[src/two_level_page_map_top_macros.svh]
// assertion macros for the two-level page map
`ifndef TWO_LEVEL_PAGE_MAP_TOP_MACROS_SVH
`define TWO_LEVEL_PAGE_MAP_TOP_MACROS_SVH
`ifndef SYNTHESIS
`define TLPM_ASSERT_IMP(lbl, ante, cons) \
  lbl: assert property (@(posedge clk) disable iff (rst) (ante) |-> (cons)) \
    else $error("tlpm: same-cycle check failed");
`define TLPM_ASSERT_NXT(lbl, ante, cons) \
  lbl: assert property (@(posedge clk) disable iff (rst) (ante) |=> (cons)) \
    else $error("tlpm: next-cycle check failed");
`else
`define TLPM_ASSERT_IMP(lbl, ante, cons)
`define TLPM_ASSERT_NXT(lbl, ante, cons)
`endif
`endif

[src/tlpm_pkg.sv]
// shared types and constants of the two-level page map
`default_nettype none

package tlpm_pkg;

  localparam int TABLE_SLOTS  = 64;
  localparam int DIR_ENTRIES  = 1024;
  localparam int TBL_ENTRIES  = 1024;
  localparam int PAGE_SHIFT   = 12;
  localparam int ADDR_W       = 32;
  localparam int FRAME_W      = 20;
  localparam int DIR_AW       = $clog2(DIR_ENTRIES);
  localparam int TBL_AW       = $clog2(TBL_ENTRIES);
  localparam int SLOT_W       = (TABLE_SLOTS > 1) ? $clog2(TABLE_SLOTS) : 1;
  localparam int SLOT_CNT_W   = $clog2(TABLE_SLOTS + 1);
  localparam int PG_AW        = SLOT_W + TBL_AW;
  localparam int PAGE_DEPTH   = TABLE_SLOTS * TBL_ENTRIES;
  localparam int QUEUE_DEPTH  = 2;
  localparam int QPTR_W       = (QUEUE_DEPTH > 1) ? $clog2(QUEUE_DEPTH) : 1;
  localparam int QCNT_W       = $clog2(QUEUE_DEPTH + 1);

  localparam int CFG_W        = 32;
  localparam int ST_W         = 3;
  localparam int TDATA_IN_W   = 56;
  localparam int TDATA_OUT_W  = 56;

  localparam int IN_VA_LSB    = 0;
  localparam int IN_FR_LSB    = IN_VA_LSB + ADDR_W;
  localparam int IN_REL_BIT   = IN_FR_LSB + FRAME_W;
  localparam int OUT_PA_LSB   = 0;
  localparam int OUT_ST_LSB   = OUT_PA_LSB + ADDR_W;
  localparam int OUT_FF_LSB   = OUT_ST_LSB + ST_W;
  localparam int OUT_FV_BIT   = OUT_FF_LSB + FRAME_W;

  localparam logic [ADDR_W-1:0] RESET_LOAD_OFFSET = 32'hC000_0000;

  localparam logic [1:0] REQ_XLATE = 2'd0;
  localparam logic [1:0] REQ_MAP   = 2'd1;
  localparam logic [1:0] REQ_UNMAP = 2'd2;

  localparam logic CFG_PAGING_ON   = 1'b0;
  localparam logic CFG_LOAD_OFFSET = 1'b1;

  typedef enum logic [2:0] {
    OP_NULL   = 3'd0,
    OP_DIRECT = 3'd1,
    OP_XLATE  = 3'd2,
    OP_MAP    = 3'd3,
    OP_UNMAP  = 3'd4
  } op_t;

  typedef enum logic [ST_W-1:0] {
    STAT_OK          = 3'd0,
    STAT_NO_TABLE    = 3'd1,
    STAT_NOT_PRESENT = 3'd2,
    STAT_ALREADY     = 3'd3,
    STAT_POOL_FULL   = 3'd4
  } status_t;

  typedef struct packed {
    op_t                op;
    logic [ADDR_W-1:0]  addr;
    logic [FRAME_W-1:0] frame;
    logic               rel;
  } req_t;

  typedef struct packed {
    logic              valid;
    logic [SLOT_W-1:0] slot;
  } dir_entry_t;

  typedef struct packed {
    logic               present;
    logic [FRAME_W-1:0] frame;
  } pte_t;

endpackage

`default_nettype wire

[src/tlpm_queue.sv]
// short request queue between front and back end
`default_nettype none

module tlpm_queue import tlpm_pkg::*; (
  input  wire logic clk,
  input  wire logic rst,
  input  wire logic push,
  input  req_t      push_data,
  output logic      full,
  input  wire logic pop,
  output logic      valid,
  output req_t      head
);

  req_t              slots [QUEUE_DEPTH];
  logic [QPTR_W-1:0] wr_ptr;
  logic [QPTR_W-1:0] rd_ptr;
  logic [QCNT_W-1:0] count;

  assign full  = (count == QCNT_W'(QUEUE_DEPTH));
  assign valid = (count != '0);
  assign head  = slots[rd_ptr];

  always_ff @(posedge clk) begin
    if (push) begin
      slots[wr_ptr] <= push_data;
    end
  end

  always_ff @(posedge clk) begin
    if (rst) begin
      wr_ptr <= '0;
      rd_ptr <= '0;
      count  <= '0;
    end else begin
      if (push) begin
        wr_ptr <= (wr_ptr == QPTR_W'(QUEUE_DEPTH - 1)) ? '0 : wr_ptr + 1'b1;
      end
      if (pop) begin
        rd_ptr <= (rd_ptr == QPTR_W'(QUEUE_DEPTH - 1)) ? '0 : rd_ptr + 1'b1;
      end
      if (push && !pop) begin
        count <= count + 1'b1;
      end else if (pop && !push) begin
        count <= count - 1'b1;
      end
    end
  end

endmodule

`default_nettype wire

[config.mk]
export PLATFORM = sky130hd
export DESIGN_NAME = tlpm_queue
export DESIGN_NICKNAME = d
export VERILOG_FILES = /design/src/two_level_page_map_top_macros.svh /design/src/tlpm_pkg.sv /design/src/tlpm_queue.sv
export SDC_FILE = /design/constraint.sdc
export NUM_CORES = 1
export LEC_CHECK = 0
export BUFFER_PORTS_ARGS = -buffer_cell sky130_fd_sc_hd__buf_2
export CORE_MARGIN = 2
export CORE_UTILIZATION = 40
export CTS_CLUSTER_DIAMETER = 120
export DETAILED_ROUTE_END_ITERATION = 12
export PLACE_DENSITY = 0.66
export RECOVER_POWER = 25
export SLEW_MARGIN = 15
export SYNTH_ARGS = -nofsm -noshare
export SYNTH_HDL_FRONTEND = slang
export SYNTH_SLANG_ARGS = --single-unit
[constraint.sdc]
create_clock -name clk -period 6.91 [get_ports clk]
set_input_delay 1.382 -clock clk [delete_from_list [all_inputs] [get_ports clk]]
set_output_delay 1.382 -clock clk [all_outputs]
set_load 0.02 [all_outputs]
* Yosys cells after proc, flatten, opt, wreduce, memory -nomap -nowiden
Memories as Yosys holds them, arrays and structs flattened. A register that Yosys moved wholly into a read port is not among the register bits.
Cells that the tools add are included.
** Operators by class
- Equal/unequal tests :: 1
- Reduce and logical (&&, ||, !) cells :: 6
- Muxes and demuxes :: 8
- $add $sub $neg :: 4
** Operator list (count)
- $mux W1 :: 6
- $mux W2 :: 2
- $reduce_bool A2 Y1 :: 2
- $add A1 B1 Y1 const B :: 2
- $add A2 B1 Y2 const B :: 1
- $eq A2 B2 Y1 const B :: 1
- $logic_and A1 B1 Y1 :: 2
- $logic_not A1 Y1 :: 2
- $sub A2 B1 Y2 const B :: 1
** Word-level totals
- Bits of input ports :: 60
- Flip-flop bits (word level) :: 4
- Memories :: 1
- Memory bits (writable) :: 112
** Memory list
- slots :: depth 2, width 56, rd ports 1, clocked after memory_dff 1, write ports 1, line tlpm_queue.sv:15 : req_t slots [QUEUE_DEPTH];

* Depth between registers and ports, before layout
Gate-level depths: netlist of run 1.
- Word-level depth :: 4
- Mapped depth :: 5
- Gate-level depth less buffers :: 5

* Least setup slack after synthesis of run 1
OpenSTA, ideal clock, no wires.
- Kind :: input-to-reg
- Start point :: input port push
- End point :: memory slots[0][0] (netlist bit), enable pin
- Library setup time :: 0.477 ns
- Required time :: 6.433 ns
- Stages :: 1
- Arrival time :: 3.855 ns
- Path slack :: 2.579 ns
- Cells stage by stage :: nor2b_1
** On the way
- Word-level cells in the longest chain between the ends :: 2
** RTL lines
- from (decl) :: line tlpm_queue.sv:7 : input wire logic push,
- $mux W1 :: line tlpm_queue.sv:25 : if (push) begin
- $mux W1 (implied by the code) :: line tlpm_queue.sv:26 : slots[wr_ptr] <= push_data;
- to (decl) :: line tlpm_queue.sv:15
Every way passes these cells.

==> results of run 1 <==
cells in the final DEF (no fill, tap or decap), types with 2 or more instances in the layout:
cell        Yosys  layout
buf_2           1     110
xor2_1          2       2
edfxtp_1      112     112
dfxtp_1         5       4
bufinv_16       0       5
clkbuf_16       0      16
nor2_1          4       4
mux2_2         56      56
buf_4           1       3
clkinvlp_4      0       2
clkbuf_1        0      11
xnor2_1         2       2
clkinv_1        0       3
power groups by stage:
stage,clock network (mW),registers (mW),logic (mW)
2_1_floorplan,0,0.851,0.133
3_3_place_gp,0,0.851,0.199
3_5_place_dp,0,0.853,0.201
4_1_cts,0.919,0.839,0.202
5_1_grt,0.952,0.842,0.212
6_report,0.897,0.839,0.197
per-layer routing:
metal  part of all wire, %  GRT usage (%)
met2                    49           21.0
met4                   1.3           5.57
met1                    42           14.9
met5                     0              0
met3                   8.3           6.38
path summary, 6_finish.rpt:
check                      to  slack (ns)  depth (start not counted)
setup / recovery     head[52]        3.53                          3
setup reg to reg  slots[1][4]        5.33                          2
hold reg to reg      count[1]        0.51                          2
hold / removal       count[1]        0.51                          2
stage by stage:
stage	util, %	setup WS (ns)	power [mW]	area (um^2)
after CTS	54.3	3.47	1.96	5600
after detailed placement	48.4	4.01	1.05	4990
final	54.2	3.53	1.93	5590
after global placement	48.4	4.04	1.05	4990
after global routing	54.2	3.41	2.01	5590
after floorplan	-	2.58	0.984	4260
area by class of cell:
class | instances | area (um^2) | share of cell area (%)
timing repair buffer | 120 | 599 | 10.7
clock buffer | 21 | 429 | 7.67
tap | 136 | 170 | 3.04
inverter | 1 | 3.75 | 0.0671
sequential | 117 | 3460 | 61.9
clock inverter | 11 | 181 | 3.24
multi-input combinational | 72 | 746 | 13.3
cells by family (layout without fill, tap and decap cells):
| kind of cell | count (synthesis) | after routing | share of synthesized area [%] |
|---|---|---|---|
| adders and majority gates | 1 | 1 | 0.294 |
| muxes | 56 | 56 | 14.8 |
| and+or+nand+nor | 9 | 9 | 1.15 |
| AOI/OAI and AO/OA | 2 | 2 | 0.235 |
| buffers and inverters | 7 | 153 | 1.44 |
| DFF | 117 | 117 | 81.3 |
| xor gates and xnor gates | 4 | 4 | 0.822 |
synthesized netlist by cell type:
master    instances
or3_1             1
buf_4             1
or2_2             1
dfxtp_1           5
xor2_1            2
buf_6             4
xnor2_1           2
a21oi_1           1
nor2b_1           1
and2_1            1
o21ai_0           1
edfxtp_1        112
buf_2             1
mux2_2           56
and2b_2           1
inv_1             1
ha_1              1
nor2_1            4
sequential cells by signal, indices dropped and copies added, names as in the netlist, named ones only:
| signal | count |
|---|---|
| count | 2 |
| rd_ptr | 1 |
| slots | 112 |
| wr_ptr | 1 |
worst register-to-register path, delay by kind of cell, from the launching register on:
kind          cells  cell delay [ns]
simple gates      1             0.17
buf+inv           1             0.58
flops             1             0.40
==> results.py, run 1 <==
metrics = {
    "run_status": {
        "status": "finished clean",
    },
    "drt": {
        "post_drt_wl_per_cell_um": 15.4,
        "antenna_left": 0,
        "viasPerCell": 4.64,
        "firstDrtPassIters": 4,
        "wl_um": 7360,
        "via_count": 2219,
        "drt-initial-drc-count": 128,
        "post-route-drc-count": 0,
    },
    "clocking": {
        "cts_hold_repair.buffers": 0,
        "cts_resized": 0,
        "root_buffer": "clkbuf_8",
        "cts.clk_slew.worst_paths_ns": 0.05,
        "clock_sinks": 117,
        "htree_levels": 4,
        "numCtsBuffers": 17,
        "cts_tree": "built",
        "clockBufferDepth": 2,
        "clk_latency_ns": 0.50,
        "post_cts_buffers": 0,
    },
    "floorplanning": {
        "die_y_um": 107,
        "design.die.area_um2": 11500,
        "core_um2": 10300,
        "start_util_pct": 41.3,
        "placementRows": 37,
        "io_pins": 118,
        "die_w_um": 107,
    },
    "sta": {
        "worstMarginPinSlew_ns": 0.767,
        "fin_crit_sh_pct": 49.0,
        "final_max_slew_viol_count": 0,
        "min_period_ns": 3.38,
        "holdWs_ns": 0.509,
        "fmax_mhz": 296,
        "setup-violations-final": 0,
        "finalSetupTns_ns": 0,
        "final_hold_viol_count": 0,
        "relSlewSlack_pct": 48.9,
        "rsz0062_at_grt": "no",
        "fin_skew_ns": 0.00469,
    },
    "power_and_ir_drop": {
        "swShare_pct": 21.1,
        "p_switching_uw": 408,
        "pwr-share-seq_pct": 43.4,
        "vdd_ir_drop_max_v": 0.000165,
        "pwr-share-clk_pct": 46.4,
        "leakage_nw": 2.11,
        "p_per_area_nw_per_um2": 345,
        "internal_power_mw": 1.52,
        "pwr-share-comb_pct": 10.2,
    },
    "synthesis": {
        "syn_nets": 257,
        "synth_area_um2": 4260,
        "synthTopCellsByArea": "edfxtp_1 79%, mux2_2 15%, dfxtp_1 2.3%",
        "synth-warning-count": 0,
        "syn_inst": 196,
        "yosysTopAreaCell": "edfxtp_1",
        "yosysSeqAreaShare_pct": 81.3,
        "syn_avg_cell_area_um2": 21.7,
        "synth_cell_types": 18,
        "ys_ff_latch": 117,
        "synth.top_cell.area_share_pct": 78.9,
    },
    "place": {
        "place_hpwl_um": 4510,
        "gp_congestion": 0.680,
        "dp_cells": 446,
        "port_buffers": 117,
    },
    "setup_path": {
        "crit_slowest_cell": "buf_4",
        "max_stage_delay_ns": 0.56,
        "startpoint_type": "flop",
        "cp.required_ns": 5.53,
        "critPathTopFamily": "buffers and inverters",
        "cp_max_fo": 56,
        "worstSetupPathType": "flop to output pin",
        "r2r-start": "wr_ptr",
        "crit_arrival_ns": 2.00,
        "crit_buf_inv": 2,
        "crit_chain": "buf_4, mux2_2, buf_2",
        "critPathCaptureType": "output pin",
    },
    "grt": {
        "grt_pass1_vias": 2249,
        "gr-total-overflow": 0,
        "grt_max_degree": 57,
        "antenna_found_initial": 0,
        "grt_usage_pct": 13.1,
        "grt_first_pass_wirelength_um": 10900,
    },
    "job": {
        "maxCapViolCount": 0,
    },
    "hold_path": {
        "hp-start": "count[1]",
        "hold_path_class": "flop to flop",
    },
    "layout": {
        "layout.nets": 390,
        "fin_cells": 478,
        "fillers": 828,
        "areaGrowthSynthToFinish_pct": 31.3,
        "drive_gt1_share_pct": 58.2,
        "antenna_cells": 0,
    },
}
(Power assumes the default switching activity.)
==> run 2, diff against run 1 <==
--- a/config.mk
+++ b/config.mk
@@ -10,7 +10,7 @@
 export CORE_UTILIZATION = 40
 export CTS_CLUSTER_DIAMETER = 120
 export DETAILED_ROUTE_END_ITERATION = 12
-export PLACE_DENSITY = 0.66
+export PLACE_DENSITY = 0.68
 export RECOVER_POWER = 25
 export SLEW_MARGIN = 15
 export SYNTH_ARGS = -nofsm -noshare
==> constraint.sdc (replaced) <==
create_clock -name clk -period 2.9 [get_ports clk]
set_input_delay 0.58 -clock clk [delete_from_list [all_inputs] [get_ports clk]]
set_output_delay 0.58 -clock clk [all_outputs]
set_load 0.02 [all_outputs]
==> run 2 against run 1 <==
Net effect: count of clock-buffer cells in the layout fell by 4; via count did not move; routed wire length rose by 0.82%; global-route usage fell by 0.12 points; critical endpoint is now head[16].
==> results.py, run 2 (same netlist as run 1, synthesis figures left out) <==
metrics = {
    "place": {
        "port_buffers": 117,
        "gp_congestion": 0.666,
        "place_hpwl_um": 4510,
        "dpl_worst_slack_ns": 1.13,
        "placed_cell_area_um2": 5020,
    },
    "grt": {
        "grt_usage_pct": 13.0,
        "grt_first_pass_wirelength_um": 10900,
        "antenna_found_initial": 0,
        "grt_max_degree": 57,
        "gr-total-overflow": 0,
        "grt_pass1_vias": 2214,
    },
    "sta": {
        "setup_ws_ns": 0.627,
        "rsz0062_at_grt": "no",
        "final_hold_viol_count": 0,
        "relSlewSlack_pct": 70.5,
        "worstMarginPinSlew_ns": 0.442,
        "final_max_slew_viol_count": 0,
        "fin_skew_ns": 0.00689,
        "fin_crit_sh_pct": 78.4,
        "finalSetupTns_ns": 0,
        "setup-violations-final": 0,
        "fmax_mhz": 440,
        "min_period_ns": 2.27,
    },
    "setup_path": {
        "worstSetupPathType": "flop to output pin",
        "critPathCaptureType": "output pin",
        "crit_arrival_ns": 1.69,
        "cp.required_ns": 2.32,
        "startpoint_type": "flop",
        "cp_max_fo": 56,
    },
    "layout": {
        "fillers": 848,
        "final_cell_area_um2": 5590,
        "layout.nets": 392,
        "reg_top3": "slots (112), count (2)",
        "layout_common_cells": "112 x edfxtp_1, 109 x buf_2, 56 x mux2_2",
        "mostFrequentLayoutCell": "edfxtp_1",
        "areaGrowthSynthToFinish_pct": 31.1,
        "antenna_cells": 0,
        "top_register": "slots",
        "drive_gt1_share_pct": 59.9,
        "largest_reg_flops": 112,
    },
    "clocking": {
        "cts_tree": "built",
        "clk_latency_ns": 0.49,
        "root_buffer": "clkbuf_8",
        "cts.clk_slew.worst_paths_ns": 0.06,
        "clockBufferDepth": 2,
        "cts_hold_repair.buffers": 0,
        "numCtsBuffers": 17,
        "cts_resized": 0,
        "htree_levels": 4,
        "clock_sinks": 117,
        "post_cts_buffers": 0,
    },
    "power_and_ir_drop": {
        "vdd_ir_drop_max_v": 0.000397,
        "leakage_nw": 2.11,
        "p_per_area_nw_per_um2": 801,
    },
    "floorplanning": {
        "placementRows": 37,
        "die_y_um": 107,
        "core_um2": 10300,
        "design.die.area_um2": 11500,
        "die_w_um": 107,
        "start_util_pct": 41.3,
        "io_pins": 118,
    },
    "drt": {
        "via_count": 2219,
        "firstDrtPassIters": 4,
        "drt-initial-drc-count": 54,
        "post_drt_wl_per_cell_um": 15.5,
        "viasPerCell": 4.62,
        "post-route-drc-count": 0,
        "antenna_left": 0,
        "wl_um": 7420,
    },
    "run_status": {
        "status": "finished clean",
    },
    "job": {
        "maxCapViolCount": 0,
    },
    "hold_path": {
        "hold_path_class": "input port to flop",
    },
}
-- run 2: critical path, stage by stage, from the launching register on --
cell and delay (ns):
dfxtp_2 0.34, buf_12 0.30, mux2_2 0.38, buf_2 0.16
-- run 2: layout make-up --
cell class	instances	area (um^2)	area share, %
timing repair buffer	122	626	11.2
inverter	1	3.75	0.0672
tap	136	170	3.05
clock buffer	17	414	7.41
clock inverter	15	164	2.93
sequential	117	3460	62.0
multi-input combinational	72	746	13.3
-- run 2: where the power goes --
| part | switching (mW) | internal (mW) |
|---|---|---|
| Combinational | 0.281 | 0.196 |
| Sequential | 0.0265 | 1.97 |
| Clock | 0.704 | 1.29 |
| Total | 1.01 | 3.46 |
-- run 2: path summary, 6_finish.rpt --
| path | from | end | slack [ns] | cells past startpoint |
|---|---|---|---|---|
| setup / recovery | flop | head[16] | 0.63 | 3 |
| hold / removal | push_data[46] | slots[0][46] | 0.27 | 1 |
| setup reg to reg | wr_ptr | slots[1][19] | 1.57 | 2 |
| hold reg to reg | count[1] | count[1] | 0.53 | 2 |
-- run 2: stage by stage --
stage / std cells / hold slack, ns / utilization [%] / power (mW)
2_1_floorplan: 196 / 0.456 / - / 2.34
3_3_place_gp: 448 / 0.476 / 48.6 / 2.51
3_5_place_dp: 448 / 0.513 / 48.6 / 2.52
4_1_cts: 480 / 0.240 / 54.2 / 4.53
5_1_grt: 480 / 0.233 / 54.1 / 4.65
6_report: 480 / 0.268 / 54.1 / 4.47
-- run 2: metal layers --
layer	track usage, %	wire length (um)	part of all wire, %
met3	5.11	494	6.7
met5	0	0	0
met2	21.0	3730	50
met4	5.29	54	0.73
met1	15.5	3140	42
