<file path="src/two_level_page_map_top_macros.svh">
// assertion macros for the two-level page map
`ifndef TWO_LEVEL_PAGE_MAP_TOP_MACROS_SVH
`define TWO_LEVEL_PAGE_MAP_TOP_MACROS_SVH
`ifndef SYNTHESIS
`define TLPM_ASSERT_IMP(lbl, ante, cons) \
  lbl: assert property (@(posedge clk) disable iff (rst) (ante) |-> (cons)) \
    else $error("tlpm: same-cycle check failed");
`define TLPM_ASSERT_NXT(lbl, ante, cons) \
  lbl: assert property (@(posedge clk) disable iff (rst) (ante) |=> (cons)) \
    else $error("tlpm: next-cycle check failed");
`else
`define TLPM_ASSERT_IMP(lbl, ante, cons)
`define TLPM_ASSERT_NXT(lbl, ante, cons)
`endif
`endif

</file>
<file path="src/tlpm_pkg.sv">
// shared types and constants of the two-level page map
`default_nettype none

package tlpm_pkg;

  localparam int TABLE_SLOTS  = 64;
  localparam int DIR_ENTRIES  = 1024;
  localparam int TBL_ENTRIES  = 1024;
  localparam int PAGE_SHIFT   = 12;
  localparam int ADDR_W       = 32;
  localparam int FRAME_W      = 20;
  localparam int DIR_AW       = $clog2(DIR_ENTRIES);
  localparam int TBL_AW       = $clog2(TBL_ENTRIES);
  localparam int SLOT_W       = (TABLE_SLOTS > 1) ? $clog2(TABLE_SLOTS) : 1;
  localparam int SLOT_CNT_W   = $clog2(TABLE_SLOTS + 1);
  localparam int PG_AW        = SLOT_W + TBL_AW;
  localparam int PAGE_DEPTH   = TABLE_SLOTS * TBL_ENTRIES;
  localparam int QUEUE_DEPTH  = 2;
  localparam int QPTR_W       = (QUEUE_DEPTH > 1) ? $clog2(QUEUE_DEPTH) : 1;
  localparam int QCNT_W       = $clog2(QUEUE_DEPTH + 1);

  localparam int CFG_W        = 32;
  localparam int ST_W         = 3;
  localparam int TDATA_IN_W   = 56;
  localparam int TDATA_OUT_W  = 56;

  localparam int IN_VA_LSB    = 0;
  localparam int IN_FR_LSB    = IN_VA_LSB + ADDR_W;
  localparam int IN_REL_BIT   = IN_FR_LSB + FRAME_W;
  localparam int OUT_PA_LSB   = 0;
  localparam int OUT_ST_LSB   = OUT_PA_LSB + ADDR_W;
  localparam int OUT_FF_LSB   = OUT_ST_LSB + ST_W;
  localparam int OUT_FV_BIT   = OUT_FF_LSB + FRAME_W;

  localparam logic [ADDR_W-1:0] RESET_LOAD_OFFSET = 32'hC000_0000;

  localparam logic [1:0] REQ_XLATE = 2'd0;
  localparam logic [1:0] REQ_MAP   = 2'd1;
  localparam logic [1:0] REQ_UNMAP = 2'd2;

  localparam logic CFG_PAGING_ON   = 1'b0;
  localparam logic CFG_LOAD_OFFSET = 1'b1;

  typedef enum logic [2:0] {
    OP_NULL   = 3'd0,
    OP_DIRECT = 3'd1,
    OP_XLATE  = 3'd2,
    OP_MAP    = 3'd3,
    OP_UNMAP  = 3'd4
  } op_t;

  typedef enum logic [ST_W-1:0] {
    STAT_OK          = 3'd0,
    STAT_NO_TABLE    = 3'd1,
    STAT_NOT_PRESENT = 3'd2,
    STAT_ALREADY     = 3'd3,
    STAT_POOL_FULL   = 3'd4
  } status_t;

  typedef struct packed {
    op_t                op;
    logic [ADDR_W-1:0]  addr;
    logic [FRAME_W-1:0] frame;
    logic               rel;
  } req_t;

  typedef struct packed {
    logic              valid;
    logic [SLOT_W-1:0] slot;
  } dir_entry_t;

  typedef struct packed {
    logic               present;
    logic [FRAME_W-1:0] frame;
  } pte_t;

endpackage

`default_nettype wire

</file>
<file path="src/tlpm_front.sv">
// front end: config registers, input handshake and request classification
`default_nettype none

module tlpm_front import tlpm_pkg::*; (
  input  wire logic                  clk,
  input  wire logic                  rst,
  input  wire logic                  cfg_we,
  input  wire logic                  cfg_index,
  input  wire logic [CFG_W-1:0]      cfg_data,
  input  wire logic                  s_tvalid,
  output logic                       s_tready,
  input  wire logic [TDATA_IN_W-1:0] s_tdata,
  input  wire logic [1:0]            s_tuser,
  input  wire logic                  q_full,
  input  wire logic                  clearing,
  output logic                       push,
  output req_t                       push_data
);

  logic              paging_on;
  logic [ADDR_W-1:0] load_offset;
  logic [ADDR_W-1:0] va;

  always_ff @(posedge clk) begin
    if (rst) begin
      paging_on   <= 1'b0;
      load_offset <= RESET_LOAD_OFFSET;
    end else if (cfg_we) begin
      unique case (cfg_index)
        CFG_PAGING_ON:   paging_on   <= cfg_data[0];
        CFG_LOAD_OFFSET: load_offset <= cfg_data[ADDR_W-1:0];
      endcase
    end
  end

  assign s_tready = !q_full && !clearing;
  assign push     = s_tvalid && s_tready;
  assign va       = s_tdata[IN_VA_LSB +: ADDR_W];

  always_comb begin
    push_data.addr  = va;
    push_data.frame = s_tdata[IN_FR_LSB +: FRAME_W];
    push_data.rel   = s_tdata[IN_REL_BIT];
    unique case (s_tuser)
      REQ_XLATE: begin
        push_data.op = paging_on ? OP_XLATE : OP_DIRECT;
        if (!paging_on) begin
          push_data.addr = va - load_offset;
        end
      end
      REQ_MAP:   push_data.op = OP_MAP;
      REQ_UNMAP: push_data.op = OP_UNMAP;
      default:   push_data.op = OP_NULL;
    endcase
  end

endmodule

`default_nettype wire

</file>
<file path="config.mk">
export PLATFORM = sky130hd
export DESIGN_NAME = tlpm_front
export DESIGN_NICKNAME = d
export VERILOG_FILES = /design/src/two_level_page_map_top_macros.svh /design/src/tlpm_pkg.sv /design/src/tlpm_front.sv
export SDC_FILE = /design/constraint.sdc
export NUM_CORES = 1
export LEC_CHECK = 0
export ABC_AREA = 1
export BUFFER_PORTS_ARGS = -buffer_cell sky130_fd_sc_hd__buf_4
export CAP_MARGIN = 20
export CORE_MARGIN = 2
export CORE_UTILIZATION = 30
export CTS_CLUSTER_DIAMETER = 40
export CTS_CLUSTER_SIZE = 24
export DETAILED_ROUTE_END_ITERATION = 6
export PLACE_DENSITY = 0.6
export SLEW_MARGIN = 20
export SYNTH_ARGS = -nofsm -noshare
export SYNTH_HDL_FRONTEND = slang
export SYNTH_SLANG_ARGS = --single-unit
</file>
<file path="constraint.sdc">
create_clock -name clk -period 6.8 [get_ports clk]
set_input_delay 1.36 -clock clk [delete_from_list [all_inputs] [get_ports clk]]
set_output_delay 1.36 -clock clk [all_outputs]
set_load 0.05 [all_outputs]
</file>
---- Yosys cells after proc, flatten, opt, wreduce, memory -nomap -nowiden ----
Cells that the tools add are included.
word-level totals
  flip-flop bits (word level) ............. 33
  word-level logic and storage cells ...... 17
  output and inout port bits .............. 58
  RAM bits ................................ 0
  latch bits .............................. 0
  ROM bits ................................ 0
  memories kept ........................... 0
  input port bits ......................... 97
operators by class
  add/subtract/negate cells ............... 1
  multiply operators ...................... 0
  div/mod/pow operators ................... 0
  bitwise logic cells ..................... 1
  reduce and logical (&&, ||, !) cells .... 7
  muxes and demuxes ....................... 4
  eq/ne operators ......................... 2
  shift-type cells ........................ 0
  $lt $le $gt $ge ......................... 0
operators with widths
  cell                  count
  $mux W32              2
  $sub A32 B32 Y32      1
  $pmux W3 S3           1
  $reduce_and A2 Y1     2
  $eq A2 B1 Y1 const B  1
  $eq A2 B2 Y1 const B  1
  $logic_and A1 B1 Y1   2
  $logic_not A1 Y1      2
  $logic_not A2 Y1      1
  $mux W2               1
  $not A1 Y1            1

---- Depth between registers and ports, before layout ----
Gate-level depths: netlist of the first run.
  word-level depth ........................ 3
  gate-level depth with buffers ........... 15
  mapped depth without buffers ............ 15

---- Worst setup path before layout of the first run ----
OpenSTA, ideal clock, no wires.
  path kind ............................... in2out
  from .................................... input port s_tdata[0]
  to ...................................... output port push_data[35] (netlist name)
  arrival ................................. 3.546 ns
  stages .................................. 10
  required time ........................... 5.440 ns
  setup slack ............................. 1.894 ns
  buffers on the path ..................... 0
  path through ............................ inv_1 > ha_1 > fa_1 > inv_1 > nand4_1 > nand2_1 > nand2_1 > nand2_1 > xnor2_1 > o21ai_0
RTL lines
  item             line              text
  start, declared  tlpm_front.sv:12  input wire logic [TDATA_IN_W-1:0] s_tdata,
  end, declared    tlpm_front.sv:17  output req_t push_data

==> run_results.csv, run 1 <==
group,metric,value,unit
floorplanning,fp-row-count,42,
logic_synthesis,synthCells,734,
drt,vias,4356,
logic_synthesis,synth_fp_nets,863,
clock_tree,numCtsBuffers,5,
power,vdd_drop_max,0.174,mV
grt,grt_max_degree,62,
min_path,hold_path.class,"flip-flop to flip-flop",
floorplanning,die_area,0.0144,mm^2
timing,max_freq,216,MHz
drt,first_pass_iters,5,
critical_path,crit_required,5.44,ns
critical_path,cpMaxStageDelayCell,"fa_1",
logic_synthesis,yosysUniqueCellTypes,30,
critical_path,cp_max_fo,3,
clock_tree,clk_latency,0.27,ns
critical_path,critPathArrivalTime,3.27,ns
power,p_total,0.896,mW
layout,drive_gt1_share,17.1,%
drt,drt_first_iter_violations,179,
grt,grt_pass1_vias,4131,
timing,setup_tns,0,ns
layout,mostFrequentLayoutCell,"nand2_1",
critical_path,crit_type,"input pin to output port",
timing,worst_pin_slew,0.856,ns
layout,instances_no_fill,993,
logic_synthesis,synth_warnings,0,
drt,avgViaCountPerCell,4.39,
placed_design,gp_congestion,0.933,
timing,finalHoldViolCount,0,
floorplanning,die_w,120,um
run,maxCapViolCount,0,
timing,rsz0062_at_grt,"no",
timing,finalCritPeriodShare,68.1,%
logic_synthesis,ys_ff_latch,33,
placed_design,placedCellCount,985,
layout,nets,945,
placed_design,port_buffers,109,
logic_synthesis,ys_seq_area_share,16.4,%
clock_tree,cts_buffer_depth,2,
clock_tree,cts_resized,0,
layout,layout_common_cells,"240 x nand2_1, 154 x inv_1, 111 x buf_4",
power,powerDensity,178,mW/mm^2
drt,postRouteAntennaNets,0,
clock_tree,ctsHtreeMaxLevel,2,
grt,grt.overflow.total,0,
grt,grt_first_pass_wirelength,19.4,mm
layout,n_antenna_cell,0,
power,p_leak,2.87,nW
critical_path,crit_top_cell,"nand2_1",
layout,syn_to_final_growth,24.6,%
placed_design,hpwl,10.2,mm
drt,drcViolationCount,0,
timing,slew_violations,0,
logic_synthesis,avgSynthCellArea,5.50,um^2
floorplanning,ioPinCount,155,
clock_tree,cts_setup_buffers,0,
outcome,outcome,"finished, final reports clean",
timing,setup-violations-final,0,
clock_tree,cts_root_buffer,"clkbuf_16",
logic_synthesis,netlist_area,0.00404,mm^2
critical_path,slowest_delay,0.40,ns
clock_tree,cts.sinks,33,
drt,wl_per_cell,12.3,um
placed_design,place_area,0.00487,mm^2
critical_path,cp-start-kind,"input pin",
timing,finalCriticalPeriod,4.63,ns
clock_tree,cts_tree,"done",
grt,antenna_found_initial,0,
grt,grt_usage,16.9,%
floorplanning,die_y,120,um
floorplanning,core,0.0132,mm^2
drt,routed_wl,12.2,mm
critical_path,end_kind,"output port",
timing,finClkSkew,0,ns
floorplanning,start_util,30.6,%
critical_path,crit_chain,"buf_4, inv_1, ha_1, fa_1, inv_1, nand4_1, nand2_1, nand2_1, nand2_1, nand3_1, nand3_1, nand3_1, nand2_1, buf_4",
clock_tree,hold_buffers,0,
timing,max_slew_margin,42.9,%
clock_tree,clk_pin_slew_worst_paths,0.05,ns
layout,finalInstanceArea,0.00503,mm^2
==> final timing paths <==
kind | startpoint | to | slack [ns] | cells past startpoint
hold / removal | load_offset[28]$_SDFFE_PP0P_ | load_offset[28]$_SDFFE_PP0P_ | 0.46 | 2
setup / recovery | s_tdata[0] | push_data[43] | 2.17 | 14
hold reg to reg | load_offset[28]$_SDFFE_PP0P_ | load_offset[28]$_SDFFE_PP0P_ | 0.46 | 2
setup reg to reg | load_offset[22]$_SDFFE_PP0P_ | load_offset[22]$_SDFFE_PP0P_ | 6.16 | 2
==> metrics by stage <==
stage	setup WS, ns	hold WS, ns	util (%)
after floorplan	1.89	0.433	-
after global placement	2.16	0.448	36.9
after detailed placement	2.16	0.456	36.9
after CTS	2.15	0.463	38.1
after global routing	1.97	0.484	38.1
final	2.17	0.456	38.1
==> Yosys cell counts <==
master	n	area share [%]
nand2_2	9	1.4
nand4_1	5	0.78
nor3_1	2	0.25
o211ai_1	1	0.19
o21ai_1	5	0.62
ha_1	31	9.6
nor2_4	1	0.28
nand2_1	240	22
buf_2	1	0.12
o21ai_0	44	5.5
buf_4	22	4.1
dfxtp_1	33	16
and2_1	1	0.16
nor3_2	3	0.74
inv_1	154	14
inv_2	1	0.093
clkbuf_1	13	1.2
nor2_2	2	0.31
o21bai_1	2	0.37
nand3b_1	2	0.37
xnor2_1	13	2.8
nand3_2	1	0.25
a21oi_1	56	6.9
nor2_1	42	3.9
nor3b_1	1	0.19
a21o_1	1	0.19
fa_1	1	0.50
nand3_1	41	5.1
or2_2	4	0.62
xor2_1	2	0.43
==> metal layers <==
metal,GRT usage (%),part of all wire [%],vias up
li1,-,-,2396
met1,23.6,49,1859
met2,27.1,44,90
met3,2.42,5.7,11
met4,4.71,1.4,0
met5,0,0,-
==> registers in the layout, summed over array words and instances (netlist names) <==
register     count
paging_on        1
load_offset     32
==> worst max-delay path, delay by kind of cell <==
family	cells	cell delay, ns
adders and majority gates	2	0.61
and+or+nand+nor	8	0.88
buffers and inverters	4	0.40
==> area by class of cell <==
cell class | instances | area [um^2]
inverter | 155 | 582
timing repair buffer | 111 | 833
sequential | 33 | 661
multi-input combinational | 510 | 2570
clock buffer | 7 | 153
clock inverter | 1 | 5.00
tap | 176 | 220
fill | 1539 | 8160
==> kinds of logic after synthesis <==
| family | Yosys count | share of synthesized area, % |
|---|---|---|
| adders and majority gates | 32 | 10.1 |
| DFF | 33 | 16.4 |
| buffers and inverters | 191 | 19.8 |
| xor gates and xnor gates | 15 | 3.26 |
| and+or+nand+nor | 354 | 36.7 |
| AOI/OAI and AO/OA | 109 | 13.8 |
==> report_power, final <==
part	internal (mW)	switching (mW)	total [mW]
combinational	0.159	0.293	0.452
sequential	0.207	0.00352	0.210
clock	0.155	0.0792	0.234
No activity file was read; power rests on OpenSTA's default activity.
==> run 2, diff against run 1 <==
- ABC_AREA: 1 -> 0
- PLACE_DENSITY: 0.6 -> 0.62
- clock period: 6.8 -> 4.6 ns (I/O delays scaled with it)
==> run_results.csv, run 2 <==
group,metric,value,unit
logic_synthesis,synthMuxAreaShare,0.903,%
floorplanning,die_y,111,um
logic_synthesis,synthAdderAreaFrac,11.8,%
power,vdd_drop_max,0.165,mV
clock_tree,numCtsBuffers,5,
run,maxCapViolCount,0,
layout,nets,703,
grt,grt_usage,14.7,%
outcome,outcome,"finished, final reports clean",
logic_synthesis,synth_ff_type,"dfxtp_1",
layout,layout_common_cells,"115 x buf_4, 109 x nand2_1, 55 x a21oi_1",
placed_design,gp_congestion,0.818,
logic_synthesis,ys_seq_area_share,19.1,%
logic_synthesis,synth_compound_area_share,28.5,%
clock_tree,cts_resized,0,
min_path,whs_path_depth,2,
layout,largestRegisters,"load_offset: 32 flops, paging_on: 1 flops",
drt,routed_wl,9.64,mm
logic_synthesis,synth_warnings,0,
layout,syn_to_final_growth,27.6,%
floorplanning,ioPinCount,155,
layout,top_register,"load_offset",
clock_tree,cts_setup_buffers,0,
layout,final_util,39.0,%
timing,finClkSkew,0,ns
critical_path,r2r_end,"paging_on$_SDFFE_PP0P_",
timing,finalCritPeriodShare,96.2,%
floorplanning,fp-row-count,39,
logic_synthesis,synthCells,497,
critical_path,crit_required,3.68,ns
logic_synthesis,synth-simple-area-share,20.7,%
critical_path,cp-startpoint,"s_tdata[0]",
logic_synthesis,synth-edff-count,0,
critical_path,r2r_slack,3.93,ns
timing,finalHoldViolCount,0,
power,p_total,1.25,mW
placed_design,dp_slack,0.129,ns
clock_tree,hold_buffers,0,
drt,first_pass_iters,4,
clock_tree,clk_latency,0.27,ns
drt,avgViaCountPerCell,4.86,
drt,drcViolationCount,0,
timing,slew_violations,0,
drt,drt_first_iter_violations,136,
clock_tree,clk_pin_slew_worst_paths,0.06,ns
clock_tree,cts_buffer_depth,2,
placed_design,port_buffers,109,
critical_path,cp_max_fo,3,
logic_synthesis,synthTopCellsByArea,"dfxtp_1 19%, nand2_1 12%, ha_1 11%, a21oi_1 7.9%, buf_4 5.2%",
layout,n_antenna_cell,0,
clock_tree,cts_tree,"done",
logic_synthesis,synth_top_family_by_area,"compound AO/OA/AOI/OAI gates",
logic_synthesis,synth_top_area_cell,"dfxtp_1",
grt,grt_max_degree,47,
floorplanning,die_area,0.0124,mm^2
clock_tree,cts_root_buffer,"clkbuf_16",
grt,antenna_found_initial,0,
layout,mostFrequentLayoutCell,"buf_4",
critical_path,critPathArrivalTime,3.50,ns
logic_synthesis,yosysUniqueCellTypes,55,
critical_path,worstReg2RegStart,"paging_on$_SDFFE_PP0P_",
min_path,min_from,"load_offset[5]$_SDFFE_PP0P_",
logic_synthesis,synth_fp_nets,626,
critical_path,end_kind,"output port",
timing,setup_tns,0,ns
clock_tree,cts.sinks,33,
placed_design,hpwl,7.55,mm
power,p_leak,2.01,nW
timing,rsz0062_at_grt,"no",
floorplanning,start_util,30.6,%
logic_synthesis,ys_ff_latch,33,
drt,vias,3492,
layout,fillCellCount,1207,
floorplanning,core,0.0113,mm^2
min_path,whs_endpoint,"load_offset[5]$_SDFFE_PP0P_",
timing,layout_setup_ws,0.177,ns
timing,setup-violations-final,0,
power,powerDensity,284,mW/mm^2
grt,grt_first_pass_wirelength,15.3,mm
grt,grt.overflow.total,0,
timing,whs,0.453,ns
timing,finalCriticalPeriod,4.42,ns
logic_synthesis,synth_top_area_share,19.1,%
logic_synthesis,async_flop_share,0,%
logic_synthesis,synth_xor_area_share,6.57,%
drt,wl_per_cell,13.4,um
logic_synthesis,netlist_area,0.00346,mm^2
drt,postRouteAntennaNets,0,
timing,worst_pin_slew,0.775,ns
logic_synthesis,synth_most_common_cell,"nand2_1",
timing,max_freq,226,MHz
timing,max_slew_margin,48.3,%
logic_synthesis,avgSynthCellArea,6.97,um^2
critical_path,r2r_cells,2,
grt,grt_pass1_vias,3345,
min_path,hold_path.class,"flip-flop to flip-flop",
layout,drive_gt1_share,24.0,%
critical_path,crit_type,"input pin to output port",
clock_tree,ctsHtreeMaxLevel,2,
critical_path,cp-start-kind,"input pin",
layout,largest_reg_flops,32,
logic_synthesis,synth_commonest_cells,"110 x nand2_1, 55 x a21oi_1, 40 x inv_1",
floorplanning,die_w,111,um
run 2: cell count changes in the layout (fill, tap and decap cells not counted), moves of 17 or more:
cell,change
o21ai_0,-17
nand3_1,-37
nand2_1,-131
a21o_1,+21
nor2_1,-28
inv_1,-114
run 2: per-stage QoR:
step / std cells / cell area (um^2)
CTS: 718 / 4400
global route: 718 / 4420
detailed placement: 710 / 4230
finish: 718 / 4420
floorplan: 497 / 3460
global placement: 710 / 4230
run 2: cell type report:
cell class / instances / area, um^2 / share of cell area, %
Multi-Input combinational cell: 379 / 2390 / 54.2
Timing Repair Buffer: 115 / 863 / 19.5
Sequential cell: 33 / 661 / 14.9
Tap cell: 143 / 179 / 4.05
Inverter: 40 / 150 / 3.40
Clock buffer: 7 / 143 / 3.23
Clock inverter: 1 / 30.0 / 0.679
run 2: per-layer routing:
layer	track usage (%)	part of all wire [%]
met5	0	0
met4	3.70	1.1
met3	3.59	5.8
met2	25.7	47
met1	18.3	46
run 2: power breakdown:
group / internal (mW) / leakage (nW) / switching (mW) / total, mW
clock: 0.271 / 0.0841 / 0.132 / 0.403
sequential: 0.300 / 0.270 / 0.00720 / 0.307
combinational: 0.213 / 1.66 / 0.331 / 0.544
run 2: kinds of logic (layout without fill, tap and decap cells):
| group | count (synthesis) | count (layout) |
|---|---|---|
| compound gates | 155 | 155 |
| xor+xnor | 26 | 26 |
| fa+ha+maj | 32 | 32 |
| buf+inv | 85 | 163 |
| flops | 33 | 33 |
| mux | 3 | 3 |
| simple gates | 163 | 163 |
run 2: worst max-delay path, cell delays in order:
cell and delay (ns):
buf_4 0.08, inv_1 0.03, ha_1 0.22, fa_1 0.40, nor2b_1 0.13, o21ai_1 0.10
a21oi_2 0.20, o2111ai_1 0.21, nand3_2 0.18, nand3_1 0.10, a211o_1 0.33, nor4_1 0.22
a211o_1 0.17, buf_4 0.20
run 2: worst max path at each step:
stage | to | depth (start not counted) | slack, ns
6_report | push_data[49] | 14 | 0.18
3_5_place_dp | push_data[51] | 14 | 0.13
3_3_place_gp | push_data[51] | 14 | 0.15
4_1_cts | push_data[51] | 14 | 0.12
5_1_grt | push_data[50] | 12 | 0.05
2_1_floorplan | push_data[42] | 10 | 0.08
